<file path="src/hdl/sed_pkg.sv">
// ----------------------------------------------------------------------------
// sed_pkg
// Shared types, constants and character-class helpers for the string escape
// decoder.
// ----------------------------------------------------------------------------
package sed_pkg;

  localparam int CHAR_BITS = 16;

  localparam logic [15:0] CH_BACKSLASH = 16'h005C;
  localparam logic [15:0] CH_X         = 16'h0078;
  localparam logic [15:0] CH_ZERO      = 16'h0030;

  // Decoder mode codes
  typedef enum logic [2:0] {
    MODE_NORMAL  = 3'd0,
    MODE_ESC     = 3'd1,
    MODE_HEX0    = 3'd2,
    MODE_HEXRUN  = 3'd3,
    MODE_OCT     = 3'd4
  } sed_mode_t;

  // One result beat
  typedef struct packed {
    logic [15:0] code;
    logic        valid;
    logic        str_end;
    logic        run_last;
  } sed_res_t;

  // Decoder outputs for one input character
  typedef struct packed {
    sed_res_t             res0;
    sed_res_t             res1;
    logic [1:0]           cnt;
    sed_mode_t            mode;
    logic [CHAR_BITS-1:0] val;
  } sed_dec_t;

  typedef struct packed {
    logic       hit;
    logic [3:0] val;
  } sed_dig_t;

  typedef struct packed {
    logic       hit;
    logic [7:0] code;
  } sed_esc_t;

  // Map a hex digit character to its value
  function automatic sed_dig_t hex_digit(input logic [15:0] c);
    sed_dig_t d;
    d.hit = 1'b1;
    d.val = 4'd0;
    if (c inside {[16'h0030:16'h0039]}) begin
      d.val = 4'(c - 16'h0030);
    end else if (c inside {[16'h0041:16'h0046]}) begin
      d.val = 4'(c - 16'h0041 + 16'd10);
    end else if (c inside {[16'h0061:16'h0066]}) begin
      d.val = 4'(c - 16'h0061 + 16'd10);
    end else begin
      d.hit = 1'b0;
    end
    return d;
  endfunction

  function automatic logic is_octal(input logic [15:0] c);
    return (c inside {[16'h0030:16'h0037]});
  endfunction

  // Simple escape letter table
  function automatic sed_esc_t esc_lookup(input logic [15:0] c);
    sed_esc_t e;
    e.hit = 1'b1;
    case (c)
      16'h0061: e.code = 8'h07;  // a
      16'h0062: e.code = 8'h08;  // b
      16'h0066: e.code = 8'h0C;  // f
      16'h006E: e.code = 8'h0A;  // n
      16'h0072: e.code = 8'h0D;  // r
      16'h0074: e.code = 8'h09;  // t
      16'h0076: e.code = 8'h0B;  // v
      16'h0022: e.code = 8'h22;  // double quote
      16'h003F: e.code = 8'h3F;  // question mark
      16'h0027: e.code = 8'h27;  // single quote
      16'h005C: e.code = 8'h5C;  // backslash
      default: begin
        e.hit  = 1'b0;
        e.code = 8'h00;
      end
    endcase
    return e;
  endfunction

endpackage

</file>
<file path="src/hdl/sed_decode.sv">
// ----------------------------------------------------------------------------
// sed_decode
// Next-state and result logic for one character: mode machine, run
// accumulator and up to two result beats.
// ----------------------------------------------------------------------------
module sed_decode (
  input  logic [15:0]                     char_code,
  input  logic                            last_char,
  input  sed_pkg::sed_mode_t              mode,
  input  logic [sed_pkg::CHAR_BITS-1:0]   val,
  output sed_pkg::sed_dec_t               dec
);
  import sed_pkg::*;

  sed_res_t             res [2];
  logic [1:0]           n;
  sed_mode_t            mode_n;
  logic [CHAR_BITS-1:0] val_n;
  logic                 do_plain;
  sed_dig_t             hd;
  sed_esc_t             es;
  logic                 oct;

  assign hd  = hex_digit(char_code);
  assign es  = esc_lookup(char_code);
  assign oct = is_octal(char_code);

  always_comb begin
    res[0]   = '0;
    res[1]   = '0;
    n        = 2'd0;
    mode_n   = mode;
    val_n    = val;
    do_plain = 1'b0;

    // Advance the mode machine
    case (mode)
      MODE_ESC: begin
        if (es.hit) begin
          res[0] = '{code: {8'h00, es.code}, valid: 1'b1, str_end: 1'b0, run_last: 1'b0};
          n      = 2'd1;
          mode_n = MODE_NORMAL;
        end else if (char_code == CH_X) begin
          val_n  = '0;
          mode_n = MODE_HEX0;
        end else if (oct) begin
          val_n  = CHAR_BITS'(char_code[2:0]);
          mode_n = MODE_OCT;
        end else begin
          mode_n = MODE_NORMAL;
        end
      end
      MODE_HEX0: begin
        if (hd.hit) begin
          val_n  = CHAR_BITS'(hd.val);
          mode_n = MODE_HEXRUN;
        end else begin
          do_plain = 1'b1;
        end
      end
      MODE_HEXRUN: begin
        if (hd.hit) begin
          val_n = {val[CHAR_BITS-5:0], hd.val};
        end else begin
          res[0]   = '{code: 16'(val), valid: 1'b1, str_end: 1'b0, run_last: 1'b0};
          n        = 2'd1;
          do_plain = 1'b1;
        end
      end
      MODE_OCT: begin
        if (oct) begin
          val_n = {val[CHAR_BITS-4:0], char_code[2:0]};
        end else begin
          res[0]   = '{code: 16'(val), valid: 1'b1, str_end: 1'b0, run_last: 1'b0};
          n        = 2'd1;
          do_plain = 1'b1;
        end
      end
      default: begin
        do_plain = 1'b1;
      end
    endcase

    // Handle the character as plain input
    if (do_plain) begin
      if (char_code == CH_BACKSLASH) begin
        mode_n = MODE_ESC;
      end else begin
        mode_n      = MODE_NORMAL;
        res[n[0]]   = '{code: char_code, valid: 1'b1, str_end: 1'b0, run_last: 1'b0};
        n           = n + 2'd1;
      end
    end

    // Close the string: flush an open run, or emit an empty end marker
    if (last_char) begin
      if (mode_n == MODE_HEXRUN || mode_n == MODE_OCT) begin
        res[n[0]] = '{code: 16'(val_n), valid: 1'b1, str_end: 1'b0, run_last: 1'b0};
        n         = n + 2'd1;
      end
      if (n == 2'd0) begin
        n = 2'd1;
      end
      res[1'(n - 2'd1)].str_end = 1'b1;
      mode_n = MODE_NORMAL;
      val_n  = '0;
    end

    if (n != 2'd0) begin
      res[1'(n - 2'd1)].run_last = 1'b1;
    end
  end

  assign dec = '{res0: res[0], res1: res[1], cnt: n, mode: mode_n, val: val_n};

endmodule

</file>
<file path="src/hdl/string_escape_decoder.sv">
// ----------------------------------------------------------------------------
// string_escape_decoder
// Backslash-escape decoder for a stream of 16-bit character codes.
// ----------------------------------------------------------------------------
// Output: the result beats of an accepted character are registered and presented
// the cycle after. Throughput: one character per cycle while the receiver takes
// beats; a character that yields two results fills the two-entry result buffer, and so holds the input.
// Reset: rst_n synchronous active low; mode returns to normal, accumulator
// clears, result buffer empties.
module string_escape_decoder (
  input  logic        clk,
  input  logic        rst_n,
  input  logic        in_tvalid,
  output logic        in_tready,
  input  logic [15:0] in_tdata,   // [15:0] char_code
  input  logic        in_tlast,   // last_char
  output logic        out_tvalid,
  input  logic        out_tready,
  output logic [15:0] out_tdata,  // [15:0] out_code
  output logic [1:0]  out_tuser,  // [0] char_valid, [1] run_last
  output logic        out_tlast   // string_end
);
  import sed_pkg::*;

  sed_mode_t            mode_r, mode_nxt;
  logic [CHAR_BITS-1:0] val_r, val_nxt;
  sed_res_t             q_r [2];
  logic [1:0]           cnt_r, cnt_nxt;
  sed_dec_t             dec;
  logic                 push, pop;

  sed_decode u_dec (
    .char_code (in_tdata),
    .last_char (in_tlast),
    .mode      (mode_r),
    .val       (val_r),
    .dec       (dec)
  );

  // Accept when the buffer is empty or drains empty this cycle
  assign in_tready  = (cnt_r == 2'd0) || (cnt_r == 2'd1 && out_tready);
  assign push       = in_tvalid && in_tready;
  assign out_tvalid = (cnt_r != 2'd0);
  assign pop        = out_tvalid && out_tready;

  assign out_tdata  = q_r[0].code;
  assign out_tuser  = {q_r[0].run_last, q_r[0].valid};
  assign out_tlast  = q_r[0].str_end;

  always_comb begin
    mode_nxt = mode_r;
    val_nxt  = val_r;
    cnt_nxt  = cnt_r;
    if (push) begin
      mode_nxt = dec.mode;
      val_nxt  = dec.val;
      cnt_nxt  = dec.cnt;
    end else if (pop) begin
      cnt_nxt = cnt_r - 2'd1;
    end
  end

  // Hold control state
  always_ff @(posedge clk) begin
    if (!rst_n) begin
      mode_r <= MODE_NORMAL;
      val_r  <= '0;
      cnt_r  <= 2'd0;
    end else begin
      mode_r <= mode_nxt;
      val_r  <= val_nxt;
      cnt_r  <= cnt_nxt;
    end
  end

  // Load new results, or shift the buffer on a drained beat
  always_ff @(posedge clk) begin
    if (push) begin
      q_r[0] <= dec.res0;
      q_r[1] <= dec.res1;
    end else if (pop) begin
      q_r[0] <= q_r[1];
    end
  end

  // Assertions
  a_cnt_range: assert property (@(posedge clk) disable iff (!rst_n)
    cnt_r != 2'd3)
    else $error("result buffer count out of range");

  a_end_is_run_last: assert property (@(posedge clk) disable iff (!rst_n)
    (out_tvalid && out_tlast) |-> out_tuser[1])
    else $error("string end without run_last");

  a_pair_order: assert property (@(posedge clk) disable iff (!rst_n)
    (cnt_r == 2'd2) |-> (q_r[1].run_last && !q_r[0].run_last && q_r[0].valid))
    else $error("two-beat result malformed");

  a_last_resets: assert property (@(posedge clk) disable iff (!rst_n)
    (push && in_tlast) |=> (mode_r == MODE_NORMAL && val_r == '0))
    else $error("state not cleared after string end");

endmodule

</file>
<file path="config.mk">
export PLATFORM = sky130hd
export DESIGN_NAME = string_escape_decoder
export DESIGN_NICKNAME = d
export VERILOG_FILES = /design/src/hdl/sed_pkg.sv /design/src/hdl/sed_decode.sv /design/src/hdl/string_escape_decoder.sv
export SDC_FILE = /design/constraint.sdc
export NUM_CORES = 1
export LEC_CHECK = 0
export ABC_AREA = 1
export BUFFER_PORTS_ARGS = -buffer_cell sky130_fd_sc_hd__buf_2
export CAP_MARGIN = 20
export CORE_ASPECT_RATIO = 0.75
export CORE_UTILIZATION = 35
export CTS_BUF_LIST = sky130_fd_sc_hd__clkbuf_4 sky130_fd_sc_hd__clkbuf_8
export CTS_CLUSTER_DIAMETER = 30
export CTS_CLUSTER_SIZE = 10
export DETAILED_ROUTE_END_ITERATION = 10
export PLACE_DENSITY = 0.58
export SLEW_MARGIN = 30
export SYNTH_ARGS = -nofsm -noshare
export SYNTH_HDL_FRONTEND = slang
export SYNTH_HIERARCHICAL = 1
export SYNTH_SLANG_ARGS = --single-unit
</file>
<file path="constraint.sdc">
create_clock -name clk -period 3.18 [get_ports clk]
set_input_delay 0.159 -clock clk [delete_from_list [all_inputs] [get_ports clk]]
set_output_delay 0.159 -clock clk [all_outputs]
set_load 0.005 [all_outputs]
</file>
# == Yosys cells after proc, flatten, opt, wreduce, memory -nomap -nowiden ==
# Memories as Yosys holds them, arrays and structs flattened.
# Cells that the tools add are included.
# totals
reg_bits,21
memories,1
ramBits,38
in_bits,21
elab_cells,141
# mem_list
memory,words,word_bits,read_ports,rd_clocked_by_memory_dff,wr,line,source
q_r,2,19,2,0,2,string_escape_decoder.sv:27,sed_res_t q_r [2];
# op_classes
bitwise,5
add_sub_neg,10
reduce_logical,20
order_cmp,15
mux,68
n_eq_ne,19
# ops
cell,count
two-way mux 38 bit,6
bitwise mux 38 bit,4
"== test 16 x 7 -> 1 bit, second input constant",9
two-way mux 16 bit,7
two-way mux 19 bit,5
one-hot mux 7 bit (11 select lines),1
demux 19 bit (select 1 bit),4
one-hot mux 16 bit (4 select lines),1
one-hot mux 19 bit (3 select lines),1
"== test 16 x 6 -> 1 bit, second input constant",3
"greater-or-equal comparator 16 x 7 -> 1 bit, second input constant",2
"<= comparator 16 x 6 -> 1 bit, second input constant",2
"<= comparator 16 x 7 -> 1 bit, second input constant",2
two-way mux 2 bit,10
two-way mux 3 bit,6
"greater-or-equal comparator 16 x 6 -> 1 bit, second input constant",1
two-way mux 1 bit,16
two-way mux 4 bit,3
"subtractor 4 x 1 -> 4 bit, second input constant",3
logical AND 1 bit,11
OR reduction 11 bit,1
two-way mux 10 bit,1
"== test 3 x 2 -> 1 bit, second input constant",3
"adder 4 bit, second input constant",2
other kinds (17),33

# == Longest topological paths before layout ==
# Gate-level depths: netlist (run 1).
# depth
ltp_word,27
mapped_depth,22
ltp_nobuf,22

# == Modules after synthesis ==
# Netlist (run 1), hierarchy kept.
# by_module_without_submodules
module,cells_per_inst,area_each_um2,n_inst
sed_decode,491,2297.2,1
string_escape_decoder,210,2262.2,1

# == Worst setup path after synthesis (run 1) ==
# No wires, ideal clock.
# synth_timing
path_type,register to register
startpoint,register cnt_r[0]
endpoint,memory q_r[0][0] (netlist bit) (enable)
stages_incl_launch_ff,4
setup_time_ps,430
path_buffers,0
setup_slack_ps,545
arrival_ps,2205
period_less_slack_ps,2635
path_cell_list,dfxtp_1 inv_1 ha_1 o21ai_0
# synth_lines
item,line,source
from (decl),string_escape_decoder.sv:28,"logic [1:0] cnt_r, cnt_nxt;"
from (signal assigned),string_escape_decoder.sv:72,cnt_r <= cnt_nxt;
to (decl),string_escape_decoder.sv:27,

==> results.md, run 1 <==
- Min-delay src: in_tdata[11]
- H-tree levels: 3
- Cell row count: 35
- Root Driver: clkbuf_8
- Fin. Hold Viols: 0
- Power Internal: 0.00211 W
- Endpoints failing setup: 0
- Number of global-route vias before repair: 4,334
- DRC: 0
- Top delay family on crit path: simple AND/OR/NAND/NOR gates
- Routed WL per cell: around 16 um
- Slowest cell on the critical path: ha_1
- Clock Sinks: 59
- Switch share: 0.458
- Clock power frac: 0.150
- Headroom to the max-slew limit: 0.602
- EDFF count, synth: 38
- Crit path required time: 3420 ps
- Most frequent CP cell: nand2_1
- Ports: between 40 and 50
- Buffers on Ports: 41
- Initial antenna violation count: 0
- Setup_tns: 0 ps
- Combinational Power Share: 0.493
- Worst path buffer plus inverter count: 5
- Worst-Margin Slew: 593 ps
- Layout Nets: 776
- Mapped Cells: 701
- Fin Hold WS: about 160 ps
- Period utilisation layout: 0.832
- GR Util met2: 0.323
- Detailed Route Iter0 Violations: 561
- RSZ-0062 raised after global routing: no
- CP peak stage delay: roughly 320 ps
- Crit path DAT: 2890 ps
- Ys Warns: 6
- Vias: 4,798
- Post-Synthesis Net Count: 731
- Area Growth Syn to Fin: 12.0%
- Largest net degree at the start of global routing: 41
- Post-synthesis sequential area ratio: 0.342
- Via density: 5.24
- Ys flop type: edfxtp_1
- Storage element area: 1560 um2
- Layout cells sized above 1: 0.141
- First-pass GRT wire length: ~24,000 um
- Max IR drop VDD: 0.344 mV
- Fin worst setup slack: 536 ps
- Worst Setup SP: in_tdata[0]
- Clk Latency, worst-skew pair: 350 ps
- Cts hold-fix bufs: 0
- CP Capture Type: register
- Num CTS Buffers: 9
- Share of flip-flops with an asynchronous set or reset: 0
- Max Slew Vio Count: 0
- Post-CTS sizing: 0
- Starting Density: 0.365
- Hold path depth: 3
- Clock transition at path regs: 70 ps
- Crit start category: input port
- Core Box Area: 12,500 um2
- Total Power: 0.00388 W
- M3 GR Usage: 0.0447
- Yosys reg bits: between 50 and 60
- Worst Path Max Fanout: 7
- Final wirelength: 14,600 um
- FF-to-FF Start: mode_r[1]
- PD cells: 760 nW/um2
- NetSw: between 0.0015 and 0.002 W
- Inst Count DP: 901
- Yosys cell types: 38
- Dpl ws: 230 ps
- Lkg Pwr: about 2.5 nW
- Area of the mapped netlist: 4560 um2
- Multi-input gate area: between 2000 and 3000 um2
- Max-cap viol count: 0
- CP Depth: 22
- Hold WC Path Type: input port to register
- Sequential share of power: 0.357
- Overflow after GRT: 0
- Ant. Diodes: 0
- Post-route ant nets: 0
- DR pass1 iterations: 7
- CP Class: input port to register
- Gr usage total: 0.230
- Status: complete, no violations
- R2R depth: 13
- Met1 usage: 0.356
- Die Span X: 134 um
- Clock buffer depth: 2
- Clk_skew: around 11 ps
- Gr busiest metal: met1
- Fillers: 1,355
- Die H: 101 um
- Die area: between 10,000 and 15,000 um2
- F_max: 0.378 GHz
- DP HPWL: 11,200 um
- Layout Cells excl Fill: around 920
- Routability cong.: 0.939
- Crit path time final: approximately 2600 ps
- CTS tree: done
- CP Cell Sequence: buf_2 > inv_1 > ha_1 > inv_1 > nor2_1 > nand3_1 > nand2_1 > nor2_1 > nand3_1 > nand2_1 > clkinv_1 > nor2_4 > inv_2 > ha_1 > a21oi_2 > ha_1 > nand2_1 > nand2_1 > nand3_1 > nand2_1 > nor2_1 > nor2_1
- Mean Syn Cell Area: 6.50 um2
- Postcts setup bufs: 0
## cell usage in the layout (no fill, tap or decap), drive strengths merged, types with 2 or more instances in the layout
| master | count |
|---|---|
| nand3 | 81 |
| a21oi | 31 |
| nor2 | 139 |
| dfxtp | 21 |
| nor3 | 5 |
| edfxtp | 38 |
| clkinvlp | 2 |
| clkbuf | 9 |
| clkinv | 5 |
| buf | 61 |
| o21ai | 39 |
| nand2 | 204 |
| inv | 74 |
| nand4 | 8 |
| ha | 9 |
| a31oi | 8 |
| o211ai | 3 |
| a22oi | 6 |
## state kept, by name, indices dropped and copies added, names as in the netlist
register	cells
mode_r	3
val_r	16
cnt_r	2
q_r	38
## path summary, 6_finish.rpt
path	endpoint	slack [ps]
hold reg to reg	val_r[3]	510
setup / recovery	cnt_r[1]	540
setup reg to reg	q_r[0][6]	560
hold / removal	q_r[1][14]	160
## metrics by stage
stage           util  instance area, um2
2_1_floorplan      -                4560
3_3_place_gp   0.397                4950
3_5_place_dp   0.397                4950
4_1_cts        0.409                5110
5_1_grt        0.409                5110
6_report       0.409                5110
## power by group through the flow
stage	Combinational, W	Clock, W	Sequential (W)
floorplan	0.00132	0	0.00138
detailed placement	0.00190	0	0.00140
global placement	0.00190	0	0.00140
finish	0.00192	0.000582	0.00139
global route	0.00216	0.000630	0.00141
CTS	0.00191	0.000599	0.00138
## routing by layer
metal	vias up	routed length [um]
met2	198	5840
met3	11	1270
li1	2365	-
met5	-	0
met1	2224	7370
met4	0	125
## Yosys cell counts, types with 3 or more instances
master    count  area share
nand3_1      78       0.086
dfxtp_1      21       0.092
buf_4         6      0.0099
nand2_1     198        0.16
a21oi_2       4      0.0077
ha_1          9       0.025
clkbuf_1      5      0.0041
o211ai_1      3      0.0049
nor2_1      133        0.11
buf_6         7       0.017
inv_2         7      0.0058
inv_1        67       0.055
o21ai_0      34       0.037
nor2_2        3      0.0041
nand3_2       3      0.0066
nand2_2       3      0.0041
nand4_1       7      0.0096
buf_2         9      0.0099
edfxtp_1     38        0.25
a21oi_1      26       0.029
nor2_4        3      0.0074
a31oi_1       8       0.011
a22oi_1       6      0.0099
o21ai_1       4      0.0044
nor3_1        4      0.0044
nand2_4       3      0.0074
## cell families (layout without fill, tap and decap cells)
logic type	Yosys count	after routing	share of synthesized area
AOI/OAI and AO/OA	89	89	0.113
muxes	1	1	0.00220
DFF	59	59	0.342
and+or+nand+nor	440	440	0.413
buffers and inverters	102	151	0.103
xor gates and xnor gates	1	1	0.00192
adders and majority gates	9	9	0.0247
## layout make-up
type | count | area share
Clock buffer | 9 | 0.0242
Clock inverter | 6 | 0.00661
Inverter | 75 | 0.0551
Multi-Input combinational cell | 540 | 0.496
Sequential cell | 59 | 0.306
Tap cell | 166 | 0.0407
Timing Repair Buffer | 61 | 0.0720
## worst register-to-register path, stage by stage, from the launching register on
cell and delay [ps]:
dfxtp_1 340, inv_1 80, nor2_1 50, buf_4 160, nor3_1 520, a21oi_4 100
nand3_1 170, nand2_1 110, nand2_4 250, inv_2 160, o21ai_1 150, nand2_1 120
nand2_1 100, nand2_1 60
Power figures use the tool's default switching activity.
==> inputs of run 2 (changes only) <==
--- a/config.mk
+++ b/config.mk
@@ -14,7 +14,7 @@
 export CTS_CLUSTER_DIAMETER = 30
 export CTS_CLUSTER_SIZE = 10
 export DETAILED_ROUTE_END_ITERATION = 10
-export PLACE_DENSITY = 0.58
+export PLACE_DENSITY = 0.6
 export SLEW_MARGIN = 30
 export SYNTH_ARGS = -nofsm -noshare
 export SYNTH_HDL_FRONTEND = slang
==> constraint.sdc (replaced) <==
create_clock -name clk -period 2.2 [get_ports clk]
set_input_delay 0.11 -clock clk [delete_from_list [all_inputs] [get_ports clk]]
set_output_delay 0.11 -clock clk [all_outputs]
set_load 0.005 [all_outputs]
==> results.md, run 2 (synthesized netlist as in run 1, its figures left out) <==
- CP Depth: 12 (-45%)
- Starting Density: 0.365 (unchanged)
- Worst-Margin Slew: 488 ps (-104 ps)
- Clock Sinks: 59 (unchanged)
- Via density: 5.07 (-3.1%)
- First-pass GRT wire length: 24,900 um (+5.3%)
- Top delay family on crit path: simple AND/OR/NAND/NOR gates
- Setup_tns: 0 ps (unchanged)
- Worst Path Max Fanout: 4 (-3)
- Worst path buffer plus inverter count: 2 (-3)
- Layout cells sized above 1: 0.354 (+0.212)
- Cell row count: 35 (unchanged)
- Cts hold-fix bufs: 0 (unchanged)
- DR pass1 iterations: 5 (-2)
- Die H: 101 um (unchanged)
- Max-cap viol count: 0 (unchanged)
- Buffers on Ports: 41 (unchanged)
- Post-route ant nets: 0 (unchanged)
- Crit start category: register
- Endpoints failing setup: 0 (unchanged)
- Max IR drop VDD: 0.586 mV (+70%)
- F_max: ~0.46 GHz
- Die area: 13,500 um2 (unchanged)
- R2R depth: 12 (-1)
- Lkg Pwr: 3.25 nW (+29%)
- Largest net degree at the start of global routing: 23 (-44%)
- Period utilisation layout: 0.983
- DRC: 0 (unchanged)
- Min-delay src: in_tdata[9]
- Routability cong.: 0.910 (-3.1%)
- Crit path required time: 2290 ps (-1130 ps)
- Crit path time final: 2160 ps
- Ant. Diodes: 0 (unchanged)
- Routed WL per cell: 15.6 um (-1.8%)
- CTS tree: done
- Number of global-route vias before repair: 4,725 (+9.0%)
- CP Capture Type: register
- FF-to-FF Start: mode_r[2]
- Clock buffer depth: 2 (unchanged)
- Hold path depth: 3 (unchanged)
- Headroom to the max-slew limit: 0.674 (+0.0727)
- PD cells: 1010 nW/um2 (+33%)
- Initial antenna violation count: 0 (unchanged)
- DP HPWL: 12,700 um (+13%)
- Hold WC Path Type: input port to register
- H-tree levels: 3 (unchanged)
- Status: complete, no violations
- Dpl ws: -463 ps (-693 ps)
- Max Slew Vio Count: 0 (unchanged)
- Area Growth Syn to Fin: 44.7%
- Commonest non-fill, non-tap cell in the layout: nand2_1
- Layout Nets: 911 (+17%)
- Die Span X: 134 um (unchanged)
- Clk_skew: 10.7 ps (-0.428 ps)
- Num CTS Buffers: 9 (unchanged)
- Ports: 42 (unchanged)
- RSZ-0062 raised after global routing: yes
- Gr usage total: 0.241 (+0.0114)
- Overflow after GRT: 0 (unchanged)
- Max reg flops: 38 (unchanged)
- Fin worst setup slack: 37.4 ps (-498 ps)
- Clk Latency, worst-skew pair: 340 ps (about the same)
- CP peak stage delay: 400 ps (+80 ps)
- CP Class: register to register
- Crit path DAT: 2260 ps (-630 ps)
- Largest registers: q_r: 38 flops, val_r: 16 flops, mode_r: 3 flops
- Core Box Area: 12,500 um2 (unchanged)
- Slowest cell on the critical path: dfxtp_4
- Fin. Hold Viols: 0 (unchanged)
- Vias: 5,333 (+11%)
- Root Driver: clkbuf_8
- Most flop-heavy register: q_r
- Clock transition at path regs: 70 ps (about the same)
- CP Cell Sequence: inv_4 > nor3_4 > nor3_4 > a21oi_4 > nand3_2 > nand2_2 > nand2_4 > buf_4 > nor2_1 > a21oi_1 > nand2_1 > nand2_1
- Final wirelength: 16,400 um (+13%)
- Detailed Route Iter0 Violations: 508 (-9.4%)
- Worst Setup SP: mode_r[2]
- Commonest non-fill, non-tap cells in the layout: nand2_1, buf_4, nor2_1
run 2: cell count changes in the layout (fill, tap and decap cells not counted), moves of 7 or more:
cell | previous run | this run
a21oi_1 | 26 | 19
buf_4 | 19 | 148
inv_1 | 67 | 59
nand2_1 | 198 | 181
nand2_2 | 3 | 18
nor2_1 | 133 | 115
nor2_2 | 3 | 13
nor2_4 | 3 | 11
o21ai_0 | 33 | 25
run 2: cell type report:
cell class | count | area (um2)
Tap cell | 166 | 208
Clock inverter | 6 | 81.3
Sequential cell | 59 | 1570
Clock buffer | 9 | 124
Multi-Input combinational cell | 540 | 2870
Inverter | 75 | 293
Timing Repair Buffer | 196 | 1450
Fill cell | 1238 | 5880
run 2: repair_timing:
item / 4_1_cts / 5_1_grt
pin swaps: 3 / 24
gates resized for setup: 10 / 83
hold endpoints to repair: 0 / 0
setup buffers: 2 / 8
setup endpoints to repair: 14 / 26
run 2: per-layer routing:
layer / routed length (um) / track usage / vias up / part of all wire
met1: 8350 / 0.380 / 2466 / 0.51
li1: - / - / 2645 / -
met5: 0 / 0 / - / 0
met3: 1250 / 0.0412 / 11 / 0.076
met4: 94 / 0.0393 / 0 / 0.0057
met2: 6750 / 0.341 / 211 / 0.41
run 2: worst reg2reg max path, stage by stage (launching register included):
cell	delay, ps
dfxtp_4	400
inv_4	60
nor3_4	310
nor3_4	80
a21oi_4	200
nand3_2	130
nand2_2	110
nand2_4	80
buf_4	190
nor2_1	130
a21oi_1	90
nand2_1	90
nand2_1	60
run 2: path summary, 6_finish.rpt:
kind                     end  slack (ps)
hold / removal    q_r[1][12]         130
setup / recovery  q_r[0][15]          40
hold reg to reg     val_r[3]         510
setup reg to reg  q_r[0][15]          40
run 2: metrics by stage:
stage / util / power, W / instances / area [um2] / hold slack (ps)
3_3_place_gp: 0.481 / 0.00518 / 1026 / 6010 / 485
5_1_grt: 0.529 / 0.00708 / 1051 / 6600 / 174
2_1_floorplan: - / 0.00392 / 701 / 4640 / 252
4_1_cts: 0.502 / 0.00632 / 1043 / 6260 / 124
6_report: 0.529 / 0.00665 / 1051 / 6600 / 133
3_5_place_dp: 0.481 / 0.00521 / 1026 / 6010 / 497
run 2: power by group:
group / switching (W) / internal [W] / total, W
clock network: 0.000441 / 0.000623 / 0.00106
registers: 0.000256 / 0.00177 / 0.00203
logic: 0.00214 / 0.00142 / 0.00356
==> inputs of run 3 (changes only) <==
--- a/config.mk
+++ b/config.mk
@@ -14,7 +14,8 @@
 export CTS_CLUSTER_DIAMETER = 30
 export CTS_CLUSTER_SIZE = 10
 export DETAILED_ROUTE_END_ITERATION = 10
-export PLACE_DENSITY = 0.6
+export PLACE_DENSITY = 0.58
+export SKIP_CTS_REPAIR_TIMING = 1
 export SLEW_MARGIN = 30
 export SYNTH_ARGS = -nofsm -noshare
 export SYNTH_HDL_FRONTEND = slang
==> constraint.sdc (replaced) <==
create_clock -name clk -period 2 [get_ports clk]
set_input_delay 0.1 -clock clk [delete_from_list [all_inputs] [get_ports clk]]
set_output_delay 0.1 -clock clk [all_outputs]
set_load 0.005 [all_outputs]
==> results.md, run 3 (synthesized netlist as in run 1, its figures left out) <==
- NetSw: 0.00355 W (+25%)
- Ant. Diodes: 0 (unchanged)
- Endpoints failing setup: 23 (+23)
- Largest registers: q_r: 38 flops, val_r: 16 flops, mode_r: 3 flops
- Setup_tns: -2330 ps (-2330 ps)
- Overflow after GRT: 0 (unchanged)
- Fin. Hold Viols: 0 (unchanged)
- Core Box Area: 12,500 um2 (unchanged)
- Crit path time final: 2160 ps (-2.69 ps)
- Crit path required time: 2080 ps (-210 ps)
- Status: complete, but fails checks
- Initial antenna violation count: 0 (unchanged)
- Clock buffer depth: 2 (unchanged)
- Cell row count: 35 (unchanged)
- Root Driver: clkbuf_8
- CP Capture Type: register
- Routability cong.: 0.929 (+2.1%)
- CP Class: register to register
- PD cells: 1090 nW/um2 (+8.6%)
- Clock Sinks: 59 (unchanged)
- Most frequent CP cell: nand2_1
- Largest net degree at the start of global routing: 23 (unchanged)
- Worst Setup SP: mode_r[2]
- Commonest non-fill, non-tap cells in the layout: nand2_1, buf_4, nor2_1
- FF-to-FF Start: mode_r[2]
- Total Power: 0.00802 W (+21%)
- CP Depth: 13 (+1)
- Switch share: 0.443 (+0.0164)
- Die Span X: 134 um (unchanged)
- Worst flop-to-flop path endpoint: q_r[0][6]
- H-tree levels: 3 (unchanged)
- Fillers: 1,122 (-9.4%)
- Fin worst setup slack: -160 ps (-197 ps)
- Worst-Margin Slew: 414 ps (-73.9 ps)
- Number of global-route vias before repair: 4,933 (+4.4%)
- Starting Density: 0.365 (unchanged)
- R2R setup slack: -160 ps (-200 ps)
- Vias: 5,535 (+3.8%)
- First-pass GRT wire length: 26,400 um (+6.2%)
- Failing checks: negative setup slack
- Gr usage total: 0.256 (+0.0146)
- Crit start category: register
- Headroom to the max-slew limit: 0.724 (+0.0493)
- F_max: 0.463 GHz (+0.12%)
- Clock transition at path regs: 70 ps (about the same)
- Max-cap viol count: 0 (unchanged)
- Worst Path Max Fanout: 5 (+1)
- Sequential share of power: 0.284 (-0.021)
- Clk_skew: 11.7 ps (+1.01 ps)
- Post-route ant nets: 0 (unchanged)
- Max Slew Vio Count: 0 (unchanged)
- DP HPWL: 13,200 um (+4.3%)
- RSZ-0062 raised after global routing: yes
- Combinational Power Share: 0.581 (+0.046)
- Lkg Pwr: 3.48 nW (+7.1%)
- Clk Latency, worst-skew pair: 340 ps (about the same)
- Commonest non-fill, non-tap cell in the layout: nand2_1
- Buffers on Ports: 41 (unchanged)
- Top delay family on crit path: simple AND/OR/NAND/NOR gates
- Most flop-heavy register: q_r
- DR pass1 iterations: 5 (unchanged)
- Max reg flops: 38 (unchanged)
- Layout Cells excl Fill: 1,070 (+1.8%)
- Inst Count DP: 1,030 (+0.39%)
- Die H: 101 um (unchanged)
- Layout cells sized above 1: 0.437 (+0.0833)
- Final wirelength: 18,000 um (+9.4%)
- Routed WL per cell: 16.8 um (+7.5%)
- Crit path DAT: 2240 ps (-20 ps)
- Slowest cell on the critical path: dfxtp_4
- Multi-input gate area: 3280 um2 (+14%)
- Final core occ: 0.587 (+0.0583)
- CTS tree: done
- Storage element area: 1570 um2 (+0.24%)
- DRC: 0 (unchanged)
- CP Capture Point: q_r[0][6]
- Via density: 5.17 (+1.9%)
- Layout Nets: 929 (+2.0%)
- R2R depth: 13 (+1)
- Period utilisation layout: 1.08 (+0.0970)
- Die area: 13,500 um2 (unchanged)
- Power Internal: 0.00447 W (+17%)
- Detailed Route Iter0 Violations: 455 (-10%)
- Num CTS Buffers: 9 (unchanged)
- Ports: 42 (unchanged)
- Clock power frac: 0.135 (-0.025)
- CP Cell Sequence: inv_4 > nor3_4 > buf_12 > nor3_4 > a21oi_4 > nand3_4 > buf_4 > nand2_1 > inv_1 > o21ai_2 > nand2_1 > nand2_1 > nand2_1
- Hold WC Path Type: input port to register
- Max IR drop VDD: 0.645 mV (+10%)
- Dpl ws: -603 ps (-140 ps)
- CP peak stage delay: 390 ps (about the same)
- Area Growth Syn to Fin: 60.7%
- Worst path buffer plus inverter count: 4 (+2)
run 3: cell count changes in the layout (fill, tap and decap cells not counted), sizes merged:
cell / change
clkinv: -1
inv: +1
clkbuf: +3
bufinv: -1
buf: +15
clkinvlp: +2
run 3: layer usage:
layer | vias to the layer above | routed length (um) | track usage | part of all wire
met5 | - | 0 | 0 | 0
met4 | 0 | 144 | 0.0367 | 0.0080
met3 | 10 | 1430 | 0.0447 | 0.080
met2 | 236 | 7650 | 0.364 | 0.43
met1 | 2603 | 8760 | 0.402 | 0.49
li1 | 2686 | - | - | -
run 3: final cells by class:
class                   instances  share of cell area
multi-input cells             540               0.448
repair buffers                214               0.241
flip-flops and latches         59               0.214
well taps                     166              0.0284
clock inverters                 7             0.00922
inverters                      75              0.0417
clock buffers                   9              0.0169
run 3: how the worst min path moves through the flow:
stage / slack, ps / start / cells after the start / endpoint
after floorplan: 240 / rst_n / 2 / cnt_r[0]
after CTS: 160 / in_tvalid / 4 / cnt_r[1]
after detailed placement: 490 / q_r[0][0] / 1 / out_tuser[1]
final: 200 / rst_n / 3 / mode_r[0]
after global routing: 200 / rst_n / 3 / mode_r[0]
after global placement: 490 / q_r[0][2] / 1 / out_tuser[0]
run 3: stage by stage:
stage | cell area (um2) | hold slack, ps
2_1_floorplan | 4650 | 242
3_3_place_gp | 6080 | 492
3_5_place_dp | 6080 | 492
4_1_cts | 6270 | 164
5_1_grt | 7330 | 201
6_report | 7330 | 201
run 3: tightest hold or removal path, cell delays in order:
cell	delay (ps)
buf_2	240
o21ai_2	100
nor2_1	50
run 3: power by group through the flow:
stage / registers, W / clock network, W / logic [W]
after floorplan: 0.00219 / 0 / 0.00213
after global placement: 0.00222 / 0 / 0.00359
after detailed placement: 0.00223 / 0 / 0.00362
after CTS: 0.00221 / 0.00110 / 0.00365
after global routing: 0.00232 / 0.00115 / 0.00505
final: 0.00228 / 0.00108 / 0.00466
